<file path="src/sv/lps_pkg.sv">
// Package for the lexicographic point sorter.
// Holds payload types, sizing constants and the controller/datapath interface.
// No dependencies.
package lps_pkg;

  localparam int MaxPoints = 32;
  localparam int IdxW      = $clog2(MaxPoints);
  localparam int CntW      = $clog2(MaxPoints + 1);
  localparam int OutIdxW   = 5;

  typedef struct packed {
    logic signed [15:0] point_x;
    logic signed [15:0] point_y;
    logic               is_last;
  } lps_point_t;

  typedef struct packed {
    logic [OutIdxW-1:0] sorted_index;
    logic signed [15:0] sorted_x;
    logic signed [15:0] sorted_y;
    logic               overflowed;
    logic               last_result;
  } lps_result_t;

  // one slot of the sorted insertion chain
  typedef struct packed {
    logic signed [15:0] x;
    logic signed [15:0] y;
    logic [IdxW-1:0]    idx;
  } lps_slot_t;

  typedef struct packed {
    logic ins;       // insert incoming point into the chain
    logic set_drop;  // chain full, point discarded
    logic shift;     // pop head slot toward the output
    logic clear;     // end of set
  } lps_cmd_t;

  typedef struct packed {
    logic full;
    logic last_one;  // exactly one point left in the chain
  } lps_status_t;

endpackage

</file>
<file path="src/sv/lps_ctrl.sv">
// Controller for the lexicographic point sorter: load / emit state machine.
// Depends on lps_pkg.
module lps_ctrl import lps_pkg::*; (
  input  logic        clk_i,
  input  logic        rst_ni,
  input  logic        start_i,
  input  logic        is_last_i,
  input  lps_status_t status_i,
  output lps_cmd_t    cmd_o,
  output logic        busy_o,
  output logic        result_valid_o
);

  localparam logic StLoad = 1'b0;
  localparam logic StEmit = 1'b1;

  logic state_q, state_d;
  logic accept;

  assign accept = start_i && (state_q == StLoad);

  always_comb begin
    state_d   = state_q;
    cmd_o     = '0;
    unique case (state_q)
      StLoad: begin
        cmd_o.ins      = accept && !status_i.full;
        cmd_o.set_drop = accept && status_i.full;
        if (accept && is_last_i) begin
          state_d = StEmit;
        end
      end
      StEmit: begin
        cmd_o.shift = 1'b1;
        if (status_i.last_one) begin
          cmd_o.clear = 1'b1;
          state_d     = StLoad;
        end
      end
      default: state_d = StLoad;
    endcase
  end

  always_ff @(posedge clk_i or negedge rst_ni) begin
    if (!rst_ni) begin
      state_q <= StLoad;
    end else begin
      state_q <= state_d;
    end
  end

  assign busy_o         = (state_q == StEmit);
  assign result_valid_o = (state_q == StEmit);

  // the final result of a set always hands back to loading
  a_emit_ends : assert property (@(posedge clk_i) disable iff (!rst_ni)
    (state_q == StEmit && status_i.last_one) |=> (state_q == StLoad))
    else $error("emission did not end after last point");

endmodule

</file>
<file path="src/sv/lps_datapath.sv">
// Datapath for the lexicographic point sorter: a sorted insertion chain of
// slots, point count and drop flag. Depends on lps_pkg.
module lps_datapath import lps_pkg::*; (
  input  logic        clk_i,
  input  logic        rst_ni,
  input  lps_cmd_t    cmd_i,
  input  lps_point_t  point_i,
  output lps_status_t status_o,
  output lps_result_t result_o
);

  lps_slot_t slot_q [MaxPoints];
  lps_slot_t slot_d [MaxPoints];
  lps_slot_t prev   [MaxPoints];
  lps_slot_t nxt    [MaxPoints];
  logic [MaxPoints-1:0] le;
  logic [MaxPoints-1:0] le_prev;
  logic [CntW-1:0] count_q, count_d;
  logic drop_q, drop_d;
  lps_slot_t new_slot;

  assign new_slot.x   = point_i.point_x;
  assign new_slot.y   = point_i.point_y;
  assign new_slot.idx = count_q[IdxW-1:0];

  // Chain is kept ascending; empty slots count as +infinity. The new point
  // has the highest index so far, so it goes ahead of identical points.
  always_comb begin
    for (int k = 0; k < MaxPoints; k++) begin
      le[k] = (CntW'(k) >= count_q) ||
              (new_slot.x < slot_q[k].x) ||
              ((new_slot.x == slot_q[k].x) && (new_slot.y <= slot_q[k].y));
    end
    prev[0]    = new_slot;
    le_prev[0] = 1'b0;
    nxt[MaxPoints-1] = slot_q[MaxPoints-1];
    for (int k = 1; k < MaxPoints; k++) begin
      prev[k]    = slot_q[k-1];
      le_prev[k] = le[k-1];
      nxt[k-1]   = slot_q[k];
    end
    for (int k = 0; k < MaxPoints; k++) begin
      slot_d[k] = slot_q[k];
      if (cmd_i.ins && le[k]) begin
        slot_d[k] = le_prev[k] ? prev[k] : new_slot;
      end else if (cmd_i.shift) begin
        slot_d[k] = nxt[k];
      end
    end
  end

  always_comb begin
    count_d = count_q;
    drop_d  = drop_q;
    if (cmd_i.ins) begin
      count_d = count_q + CntW'(1);
    end
    if (cmd_i.shift) begin
      count_d = count_q - CntW'(1);
    end
    if (cmd_i.set_drop) begin
      drop_d = 1'b1;
    end
    if (cmd_i.clear) begin
      count_d = '0;
      drop_d  = 1'b0;
    end
  end

  always_ff @(posedge clk_i) begin
    for (int k = 0; k < MaxPoints; k++) begin
      slot_q[k] <= slot_d[k];
    end
  end

  always_ff @(posedge clk_i or negedge rst_ni) begin
    if (!rst_ni) begin
      count_q <= '0;
      drop_q  <= 1'b0;
    end else begin
      count_q <= count_d;
      drop_q  <= drop_d;
    end
  end

  assign status_o.full     = (count_q == CntW'(MaxPoints));
  assign status_o.last_one = (count_q == CntW'(1));

  assign result_o.sorted_index = OutIdxW'(slot_q[0].idx);
  assign result_o.sorted_x     = slot_q[0].x;
  assign result_o.sorted_y     = slot_q[0].y;
  assign result_o.overflowed   = drop_q;
  assign result_o.last_result  = status_o.last_one;

  a_count_range : assert property (@(posedge clk_i) disable iff (!rst_ni)
    count_q <= CntW'(MaxPoints))
    else $error("point count beyond capacity");

  a_shift_nonempty : assert property (@(posedge clk_i) disable iff (!rst_ni)
    cmd_i.shift |-> (count_q != '0))
    else $error("emitting from an empty chain");

  a_ins_excl : assert property (@(posedge clk_i) disable iff (!rst_ni)
    cmd_i.ins |-> !(cmd_i.shift || cmd_i.set_drop))
    else $error("insert overlaps emit or drop");

  a_ins_count : assert property (@(posedge clk_i) disable iff (!rst_ni)
    (cmd_i.ins && !cmd_i.clear) |=> (count_q == $past(count_q) + CntW'(1)))
    else $error("insert did not advance count");

endmodule

</file>
<file path="src/sv/lexicographic_point_sorter.sv">
// Top level of the lexicographic point sorter.
// Depends on lps_pkg, lps_ctrl and lps_datapath.
//
//  channel  | handshake                | payload
//  ---------+--------------------------+--------------------------
//  point in | start_i high, busy_o low | point_i  (lps_point_t)
//  result   | result_valid_o strobe    | result_o (lps_result_t)
//
// Loading takes one point per cycle: each point is placed into a sorted chain
// of MaxPoints slots by parallel compares in the cycle it arrives. After the
// last point, busy_o stays high while the chain shifts out one result per
// cycle from its head, until every stored point has been emitted.
// Reset leaves the chain empty; slot contents are not reset. The receiver
// cannot stall: each result is on the ports for exactly one cycle.
module lexicographic_point_sorter import lps_pkg::*; (
  input  logic        clk_i,
  input  logic        rst_ni,
  input  logic        start_i,
  output logic        busy_o,
  input  lps_point_t  point_i,
  output logic        result_valid_o,
  output lps_result_t result_o
);

  lps_cmd_t    cmd;
  lps_status_t status;

  lps_ctrl u_ctrl (
    .clk_i          (clk_i),
    .rst_ni         (rst_ni),
    .start_i        (start_i),
    .is_last_i      (point_i.is_last),
    .status_i       (status),
    .cmd_o          (cmd),
    .busy_o         (busy_o),
    .result_valid_o (result_valid_o)
  );

  lps_datapath u_datapath (
    .clk_i    (clk_i),
    .rst_ni   (rst_ni),
    .cmd_i    (cmd),
    .point_i  (point_i),
    .status_o (status),
    .result_o (result_o)
  );

endmodule
</file>
<file path="config.mk">
export PLATFORM = sky130hd
export DESIGN_NAME = lexicographic_point_sorter
export DESIGN_NICKNAME = d
export VERILOG_FILES = /design/src/sv/lps_pkg.sv /design/src/sv/lps_ctrl.sv /design/src/sv/lps_datapath.sv /design/src/sv/lexicographic_point_sorter.sv
export SDC_FILE = /design/constraint.sdc
export NUM_CORES = 2
export LEC_CHECK = 0
export ABC_CLOCK_PERIOD_IN_PS = 5000
export BUFFER_PORTS_ARGS = -buffer_cell sky130_fd_sc_hd__buf_2
export CORE_MARGIN = 4
export CORE_UTILIZATION = 55
export CTS_CLUSTER_DIAMETER = 40
export DETAILED_ROUTE_END_ITERATION = 7
export PLACE_DENSITY = 0.73
export SLEW_MARGIN = 30
export SYNTH_ARGS = -nofsm -noshare
export SYNTH_HDL_FRONTEND = slang
export SYNTH_SLANG_ARGS = --single-unit
</file>
<file path="constraint.sdc">
create_clock -name clk_i -period 5 [get_ports clk_i]
set_input_delay 0.25 -clock clk_i [delete_from_list [all_inputs] [get_ports clk_i]]
set_output_delay 0.25 -clock clk_i [all_outputs]
set_load 0.1 [all_outputs]
</file>
-- Word level (Yosys, flattened, before mapping)
Memory sizes are Yosys's and may differ from the RTL's.
Index checks and enable logic that the tools add are counted.
- register bits: 8
- bits in writable memories: 1184
- bits of input ports: 36
- output and inout bits: 41
- word-level logic and storage cells: 377
- memories: 1
- memory list (name ; depth ; width ; rd ports ; clocked after memory_dff ; wr ports ; RTL line ; RTL):
    u_datapath.slot_q ; 32 ; 37 ; 32 ; 0 ; 32 ; lps_datapath.sv:12 ; lps_slot_t slot_q [MaxPoints];
- add/sub/neg operators: 2
- magnitude comparators: 96
- equality and inequality tests: 34
- mux-type cells: 105
- bitwise logic cells: 1
- reduce and logical (&&, ||, !) cells: 135
- operator list (operator ; number):
    2-to-1 mux 37 bit ; 94
    equality test 16 bit ; 32
    <= comparator 16 bit ; 32
    less-than comparator 16 bit ; 32
    >= comparator 5 x 6 -> 1 bit, first input constant ; 16
    logical AND 1 bit ; 68
    logical OR 1 bit ; 64
    >= comparator 4 x 6 -> 1 bit, first input constant ; 8
    >= comparator 3 x 6 -> 1 bit, first input constant ; 4
    2-to-1 mux 6 bit ; 3
    >= comparator 1 x 6 -> 1 bit, first input constant ; 2
    >= comparator 2 x 6 -> 1 bit, first input constant ; 2
    adder 6 x 1 -> 6 bit, second input constant ; 1
    equality test 6 x 1 -> 1 bit, second input constant ; 1
    equality test 6 bit, second input constant ; 1
    subtractor 6 x 1 -> 6 bit, second input constant ; 1
    2-to-1 mux 1 bit ; 5
    2-to-1 mux 2 bit ; 2
    nonzero test 3 bit ; 1
    case mux 1 bit (2 select lines) ; 1
    nonzero test 2 bit ; 1
    zero test 1 bit ; 1
    inverter 1 bit ; 1

-- Logic depth before layout (Yosys ltp)
- depth after elaboration: 7
- mapped depth: 14
- mapped depth without buffers: 10

-- Modules after synthesis
A second synthesis with hierarchy kept.
- cells, all modules: 8819
- area total of the unflattened synthesis: 87492.7 um^2
- modules (own cells, without submodules) (module ; instances ; cells an instance ; area each (um^2) ; seq. area each (um^2)):
    lps_datapath ; 1 ; 8811 ; 87415.1 ; 35729.3
    lps_ctrl ; 1 ; 8 ; 77.6 ; 25.0

-- Worst setup path after synthesis
No wires, ideal clock.
- path type: input to register
- start: in point_i[17] (netlist bit)
- end: mem u_datapath.slot_q[3][259] (netlist bit) (enable)
- setup time: 453 ps
- data arrival time: 4306 ps
- required time: 4547 ps
- slack: 241 ps
- stages on the path: 11
- buffers on the path: 1
- cell sequence: clkbuf_1 > inv_1 > ha_1 > inv_1 > a21o_1 > a21oi_1 > o21ai_0 > a31oi_1 > nor3_1 > or3_1 > a41oi_1
- RTL lines (what ; RTL line ; RTL):
    start, declared ; lexicographic_point_sorter.sv:20 ; input lps_point_t point_i,
    end, declared ; lps_datapath.sv:12 ;

==> run_results.csv <==
group,metric,value,unit
sta,setup_violations,0,
placed_design,post-place-cells,10700,
sta,fmax,237,MHz
worst_setup_path,critical_path.cell_chain,"and2_1, a31o_2, nand2_1, a21oi_1, o21ai_1, a21oi_4, nand2b_1, buf_4, o21ai_0",
finish,final_layout_size_suffix_gt1_share,9.49,%
worst_setup_path,end_kind,"register",
finish,nFillCells,12500,
route,dr.pass1.iters,7,
sta,period_share,84.3,%
worst_setup_path,crit_required,5.55,ns
power,ir_drop,0.612,mV
grt,grt_pass1_vias,70900,
clocking,insertion_delay,0.86,ns
sta,fin_tns_setup,0,ns
clocking,cts_tree,"done",
clocking,cts_sinks,1192,
floorplanning,coreArea,0.159,mm^2
sta,slew_headroom,31.4,%
sta,period_needed,4.21,ns
clocking,htree_levels,4,
grt,grt_pass1_wl,422000,um
worst_setup_path,r2r-start,"u_datapath.count_q[4]$_DFFE_PN0P_",
outcome,status,"complete, no violations",
worst_setup_path,crit_start,"u_datapath.count_q[4]$_DFFE_PN0P_",
hold_path,holdCritStartpoint,"point_i[8]",
sta,hold_viol_final,0,
clocking,root_buffer,"clkbuf_16",
grt,grt_overflow,0,
route,drt_wl_total,277000,um
sta,holdWs,0.0632,ns
route,drc,0,
yosys,synth_edf_count,1184,
power,powerDensity,818,mW/mm^2
yosys,syn_area_per_cell,10.0,um^2
floorplanning,start_util,55.3,%
worst_setup_path,critical_path.max_fanout,37,
clocking,clock_path_buffers,3,
worst_setup_path,crit_type,"reg -> reg",
placed_design,dp_slack,0.477,ns
route,vias_per_cell,6.44,
yosys,syn-num-nets,9797,
worst_setup_path,cp_slowest_cell,"dfrtp_2",
power,leakage,44.9,nW
floorplanning,dieHeight,407,um
floorplanning,dieArea,0.166,mm^2
floorplanning,dieWidth,407,um
worst_setup_path,critPathBufInv,1,
yosys,ys_ff_latch,1192,
placed_design,gp_congestion,0.961,
grt,grt_max_degree,75,
route,avgRoutedWirePerCell,25.0,um
worst_setup_path,cp_top_family,"compound AO/OA/AOI/OAI gates",
route,vias,71400,
placed_design,hpwl,202000,um
floorplanning,io_pins,77,
clocking,cts_buffers,202,
placed_design,portBuffers,76,
sta,finalMaxSlewViolations,0,
yosys,synth_area,0.0877,mm^2
sta,skew,0.0413,ns
yosys,synth_cells,8733,
yosys,ys_warn_count,0,
route,final_antenna_net_count,0,
yosys,synth_flop_cell,"edfxtp_1",
hold_path,hold_class,"in -> reg",
run,max_cap_viol_count,0,
sta,tightest_slew,1.02,ns
grt,grt_util_all_layers,32.3,%
grt,antenna_found_initial,5,
yosys,ys_seq_area_share,40.7,%
finish,most-common-layout-cells,"1247 x mux2i_1, 1184 x edfxtp_1, 1037 x inv_1, 1028 x ha_1, 733 x nand2_1",
worst_setup_path,cp_slowest_stage_delay,0.74,ns
finish,final_common_cell,"mux2i_1",
finish,stdcell_count,11100,
clocking,path_clk_slew,0.06,ns
worst_setup_path,crit_path_start_kind,"register",
finish,layout.nets,9900,
yosys,synth_cell_types,99,
yosys,async_flop_share,0.671,%
floorplanning,num_rows,146,
sta,setup_ws,0.787,ns
finish,area_growth,12.8,%
route,drt_iter0_markers,8549,
worst_setup_path,cp.arrival,4.76,ns
sta,rsz0062_at_grt,"no",
## worst paths after layout
kind / to / depth (start not counted) / slack, ns
setup / recovery: u_datapath.slot_q[3][190]$_DFFE_PP_ / 9 / 0.79
hold / removal: u_datapath.slot_q[0][234]$_DFFE_PP_ / 3 / 0.06
setup reg to reg: u_datapath.slot_q[3][190]$_DFFE_PP_ / 9 / 0.79
hold reg to reg: u_datapath.slot_q[3][226]$_DFFE_PP_ / 1 / 0.51
max in group asynchronous: u_datapath.count_q[3]$_DFFE_PN0P_ / 3 / 4.13
min in group asynchronous: u_datapath.count_q[5]$_DFFE_PN0P_ / 3 / 0.50
## repair_timing
action | 4_1_cts | 5_1_grt
resized for setup | 0 | 0
setup buffers | 0 | 0
hold buffers | 12 | 0
hold endpoints to repair | 41 | 0
## registers in the layout, indices dropped and copies added, names as in the netlist
signal,cells
u_ctrl.busy_o,1
u_datapath.count_q,6
u_datapath.slot_q,1184
u_datapath.drop_q,1
## power breakdown
group          switching, mW  total, mW  internal (mW)
combinational           25.4       41.1           15.7
sequential              5.37       25.2           19.9
clock                   5.58       14.6           9.00
total                   36.4       80.9           44.5
## cells by family after synthesis
logic type               synth area share, %
AO/OA/AOI/OAI                           12.5
buffers and inverters                   7.07
XOR/XNOR                              0.0699
AND/OR/NAND/NOR                         8.80
flip-flops                              40.7
adder cells (fa/ha/maj)                 14.7
multiplexers                            16.2
## metrics by stage
stage	util [%]	total power [mW]	area, um^2
6_report	62.4	80.9	98900
5_1_grt	62.4	85.4	98900
2_1_floorplan	-	52.2	87700
3_5_place_dp	57.8	64.9	91700
4_1_cts	62.4	79.9	98900
3_3_place_gp	57.8	63.3	91700
## routing by layer
| metal | up-vias | global-route usage [%] | wire length [um] |
|---|---|---|---|
| li1 | 31900 | - | - |
| met1 | 34700 | 44.9 | 113000 |
| met2 | 4085 | 49.2 | 121000 |
| met3 | 645 | 7.42 | 31900 |
| met4 | 6 | 12.5 | 10800 |
| met5 | - | 0 | 38 |
## worst min-delay path: cells and delay by family
family,cells,cell delay [ns]
buf+inv,1,0.21
mux,1,0.18
compound gates,1,0.07
## Yosys cell counts (40+ instances only)
cell	count	area share, %
a21oi_1	547	3.1
edfxtp_1	1184	41
o21ai_0	275	1.6
mux2_1	109	1.4
nor2_1	357	1.5
buf_2	131	0.75
nor2b_1	66	0.47
ha_1	1028	15
nand2_1	739	3.2
buf_4	55	0.47
nand4_1	172	1.2
mux2i_1	1247	14
nor3_1	45	0.26
inv_1	1039	4.4
o211ai_1	59	0.50
clkbuf_1	251	1.1
mux2_2	40	0.51
nand3_1	87	0.50
a21o_1	92	0.79
nand2b_1	54	0.39
a211oi_1	57	0.49
o21ai_1	650	3.7
## area by class of cell
type	count	area [um^2]	area share, %
multi-input combinational	6023	46300	46.8
sequential	1192	35800	36.1
clock buffer	220	5160	5.22
inverter	1039	3900	3.94
timing repair buffer	378	3320	3.35
tap	2072	2590	2.62
clock inverter	159	1920	1.94
antenna	2	5.00	0.00506
(Power assumes the default switching activity.)
